`src/hw/rtl/rbes_pkg.sv`:
```
package rbes_pkg;

	localparam int QW = 32;

	typedef enum logic [2:0] {
		REG_INV_MASS = 3'd0,
		REG_TIME_STEP = 3'd1,
		REG_INERTIA0 = 3'd2,
		REG_INERTIA1 = 3'd3,
		REG_INERTIA2 = 3'd4
	} reg_idx_t;

	typedef enum logic [3:0] {
		ST_IDLE,
		ST_LIN,
		ST_ANG,
		ST_POS,
		ST_HALF,
		ST_QUAT,
		ST_NORM,
		ST_SQRT,
		ST_DIV,
		ST_OUT
	} state_t;

	typedef struct packed {
		logic start_lin;
		logic start_ang;
		logic start_pos;
		logic start_half;
		logic start_quat;
		logic start_norm;
		logic start_sqrt;
		logic start_div;
		logic load_in;
	} cmd_t;

	typedef struct packed {
		logic done;
	} sts_t;

	typedef struct packed {
		logic signed [31:0] force_x;
		logic signed [31:0] force_y;
		logic signed [31:0] force_z;
		logic signed [31:0] torque_x;
		logic signed [31:0] torque_y;
		logic signed [31:0] torque_z;
	} in_item_t;

	typedef struct packed {
		logic signed [31:0] pos_x;
		logic signed [31:0] pos_y;
		logic signed [31:0] pos_z;
		logic signed [31:0] rot_w;
		logic signed [31:0] rot_x;
		logic signed [31:0] rot_y;
		logic signed [31:0] rot_z;
	} out_item_t;

	function automatic logic signed [31:0] sat32(input logic signed [79:0] x);
		if (x > 80'sd2147483647) return 32'sh7fffffff;
		if (x < -80'sd2147483648) return 32'sh80000000;
		return x[31:0];
	endfunction

endpackage

```
`src/hw/rtl/rbes_ctrl.sv`:
```
module rbes_ctrl import rbes_pkg::*; (
	input logic clk,
	input logic arst_n,
	input logic in_fire,
	input logic out_busy,
	input sts_t sts,
	output cmd_t cmd,
	output logic idle,
	output logic out_load
);
	state_t state_q, state_d;

	always_ff @(posedge clk or negedge arst_n) begin
		if (!arst_n) state_q <= ST_IDLE;
		else state_q <= state_d;
	end

	always_comb begin
		state_d = state_q;
		case (state_q)
			ST_IDLE: if (in_fire) state_d = ST_LIN;
			ST_LIN: if (sts.done) state_d = ST_ANG;
			ST_ANG: if (sts.done) state_d = ST_POS;
			ST_POS: if (sts.done) state_d = ST_HALF;
			ST_HALF: if (sts.done) state_d = ST_QUAT;
			ST_QUAT: if (sts.done) state_d = ST_NORM;
			ST_NORM: if (sts.done) state_d = ST_SQRT;
			ST_SQRT: if (sts.done) state_d = ST_DIV;
			ST_DIV: if (sts.done) state_d = ST_OUT;
			ST_OUT: if (!out_busy) state_d = ST_IDLE;
			default: state_d = ST_IDLE;
		endcase
	end

	always_comb begin
		cmd = '0;
		idle = (state_q == ST_IDLE);
		out_load = (state_q == ST_OUT) && !out_busy;
		cmd.load_in = (state_q == ST_IDLE) && in_fire;
		case (state_q)
			ST_LIN: cmd.start_lin = 1'b1;
			ST_ANG: cmd.start_ang = 1'b1;
			ST_POS: cmd.start_pos = 1'b1;
			ST_HALF: cmd.start_half = 1'b1;
			ST_QUAT: cmd.start_quat = 1'b1;
			ST_NORM: cmd.start_norm = 1'b1;
			ST_SQRT: cmd.start_sqrt = 1'b1;
			ST_DIV: cmd.start_div = 1'b1;
			default: ;
		endcase
	end
endmodule

```
`config.mk`:
```
export PLATFORM = sky130hd
export DESIGN_NAME = rbes_ctrl
export DESIGN_NICKNAME = d
export VERILOG_FILES = /design/src/hw/rtl/rbes_pkg.sv /design/src/hw/rtl/rbes_ctrl.sv
export SDC_FILE = /design/constraint.sdc
export NUM_CORES = 1
export LEC_CHECK = 0
export ABC_CLOCK_PERIOD_IN_PS = 1120
export BUFFER_PORTS_ARGS = -buffer_cell sky130_fd_sc_hd__buf_2
export CORE_AREA = 2 2 39 41
export CTS_BUF_LIST = sky130_fd_sc_hd__clkbuf_8
export DETAILED_ROUTE_END_ITERATION = 8
export DIE_AREA = 0 0 41 43
export PLACE_DENSITY = 0.49
export SLEW_MARGIN = 15
export SYNTH_ARGS = -nofsm -noshare
export SYNTH_HDL_FRONTEND = slang
export SYNTH_SLANG_ARGS = --single-unit
```
`constraint.sdc`:
```
create_clock -name clk -period 1.12 [get_ports clk]
set_clock_uncertainty 0.2 [all_clocks]
set_input_delay 0.056 -clock clk [delete_from_list [all_inputs] [get_ports clk]]
set_output_delay 0.056 -clock clk [all_outputs]
set_load 0.01 [all_outputs]
```
==> out/results.txt <==
Origin of the critical flop-to-flop path: state_q[2]
Final hold vios: 0
Layout fillers: 126
Final setup fails: 15
Overall Global Routing Usage: 14.70%
DIE AREA: 1763 µm²
Hold Crit Endpoint: state_q[0]
DR vias/cell: 4.602
Worst Reg-to-Reg Cells: 3
Post-layout min period: 1.452 ns
Multi-input gate area: 286.5 µm²
Primary FF master, synth: dfrtp_1
Number of flip-flops in the largest register: 4
Post-Syn Area: 312.8 µm²
Crit end category: output port
Cell with the most instances after synthesis: nor3_1
Worst ir drop on vdd: 1135 µV
Gpl congestion: 0.7771
Clk slew on worst S/H paths: 0.03 ns
Worst Path Max Fanout: 5
Wirelength, routed: 1147 µm
First-pass GRT wire length: 1690 µm
Drt pass-1 iters: 4
Nets@finish: 79
Clk Latency, worst-skew pair: 0.21 ns
Final antenna diode count: 0
Min-delay src: out_busy
Tcrit/Tclk final: 129.6%
Post-Syn Nets: 44
DR WL met2: 682 µm
Initial drt markers: 4
Setup crit start kind: flop
Initial antenna violation count: 0
FMAX: 688.8 MHz
Critical Path AT: 1.20 ns
Ys async rst share: 100.0%
Commonest cells post-synth: nor3_1 (6), nor2_1 (5), dfrtp_1 (4), nand2b_1 (4), a31oi_1 (3)
Unrepaired setup endpoints after global routing: true
Sink Count: 4
Area Growth Syn to Fin: 125.6%
Syn_area_per_cell: 8.021 µm²
IO buf count: 15
Number of synthesized register bits: 4
Synth top area share: 32.00%
Lkg Pwr: 0.0003325 µW
H-tree level count: 1
Starting utilization of the core area: 22.60%
Slew margin rel.: 84.92%
Hold path depth: 3
Failing checks: setup timing
GRT overflow: 0
Main area contributors after synthesis: dfrtp_1 (32%), nor3_1 (9.6%), nand2b_1 (8.0%)
Metal-1 WL: 397 µm
Cell row count: 14
Largest net degree at the start of global routing: 7
Io pins: 16
Min-delay worst type: input port to flop
CTS Root Cell: clkbuf_8
Synth unique cells: 19
Largest registers: state_q x4
Core ar.: 1384 µm²
YS warnings: 0
Power density cells: 2887 nW/µm²
Via count: 405
Worst setup margin: -0.3319 ns
Slew @ Worst Pin: 0.2262 ns
Placed Area: 488.0 µm²
WL met3: 67 µm
Maximum buffer depth of the clock tree: 2
Die H: 43 µm
Number of max-cap violations: 0
Total Power: 2037 µW
Cts bufs inserted: 3
Worst EP required: 0.86 ns
CTS tree: built
Layout cells sized above 1: 76.39%
Mapped Cells: 39
EDFF count, synth: 0
Routed length per instance: 13.03 µm
Register area share after synthesis: 32.00%
R2R Path End: state_q[3]
Vias in the first global route: 384
Max Slew Vio Count: 0
Sequential Area: 103.9 µm²
Largest area contributor in the netlist: dfrtp_1
Outcome: finished with violations
Final Cell Area: 705.7 µm²
DRT antenna net count: 0
R2R Setup Slk: -0.25 ns
Crit Path Category: flop to output port
DP HPWL: 651.2 µm
Top sig layer: met3
Largest Register: state_q
Die X: 41 µm
Residual DRC: 0
==> worst max-delay path by stage <==
stage,from,to,slack [ns],depth (start not counted)
after floorplan,state_q[1],cmd[0],-0.16,3
after global placement,state_q[2],state_q[0],-0.21,3
after detailed placement,state_q[2],state_q[0],-0.21,3
after CTS,state_q[1],cmd[0],-0.33,3
after global routing,state_q[0],cmd[0],-0.40,3
final,state_q[1],cmd[0],-0.33,3
==> routing by layer <==
metal	vias up	GRT usage, %
met5	-	0
met4	0	8.000
met3	0	3.141
met2	10	23.44
met1	194	17.21
li1	201	-
==> power by group <==
group	leakage, µW	total (µW)	switching, µW	internal (µW)
combinational	0.000265	1370	622	746
clock	0.0000216	294	65.4	228
sequential	0.0000462	376	152	223
total	0.000332	2040	839	1200
==> final cells by class <==
cell class              count  share of cell area (%)
multi-input cells          31                   40.60
repair buffers             34                   35.99
flip-flops and latches      4                   14.72
clock buffers               3                   5.851
well taps                  16                   2.837
==> metrics by stage <==
stage          hold slack [ns]  setup WS [ns]  TNS (ns)  cells  utilization [%]
3_3_place_gp           -0.3376        -0.2082    -1.867     76            35.26
5_1_grt                0.02884        -0.3973    -4.714     88            50.99
6_report               0.02740        -0.3319    -3.888     88            50.99
4_1_cts               -0.01160        -0.3342    -3.759     88            49.64
3_5_place_dp           -0.3381        -0.2052    -1.769     76            35.26
2_1_floorplan          -0.4396        -0.1613   -0.4372     39                -
==> what timing repair did <==
| item | 4_1_cts | 5_1_grt |
|---|---|---|
| pin swaps | 6 | 2 |
| buffers inserted | 6 | 0 |
| hold endpoints to repair | 6 | 0 |
| hold buffers | 3 | 0 |
| resized for setup | 20 | 4 |
| setup endpoints to repair | 15 | 15 |
==> worst max-delay path, stage by stage, from the launching register on <==
cell and delay [ns]:
dfrtp_2 0.44, nor4_4 0.28, and2_4 0.18, buf_6 0.09
==> cell families after synthesis <==
kind of cell / count (synthesis) / synth area share (%)
AND/OR/NAND/NOR: 24 / 42.80
AO/OA/AOI/OAI: 5 / 10.40
flip-flops: 4 / 32.00
buffers and inverters: 4 / 9.201
XOR/XNOR: 2 / 5.601
==> cell usage in the layout (no fill, tap or decap) <==
master         count
o21ai_0            1
buf_6              7
dlygate4sd3_1      3
nand3_4            1
nor2b_1            1
dfrtp_2            3
nor3_4             1
nor4_4             1
nor3_2             4
dfrtp_1            1
nor2_1             3
clkbuf_8           3
a31oi_1            3
xor2_1             1
nor2_2             3
buf_4             10
nand2b_1           1
nand2_2            2
buf_2             14
nand2b_4           3
or3b_1             1
and2_4             1
o32ai_2            1
xor2_2             1
nand3b_1           1
nor3_1             1
(Power assumes the default switching activity.)
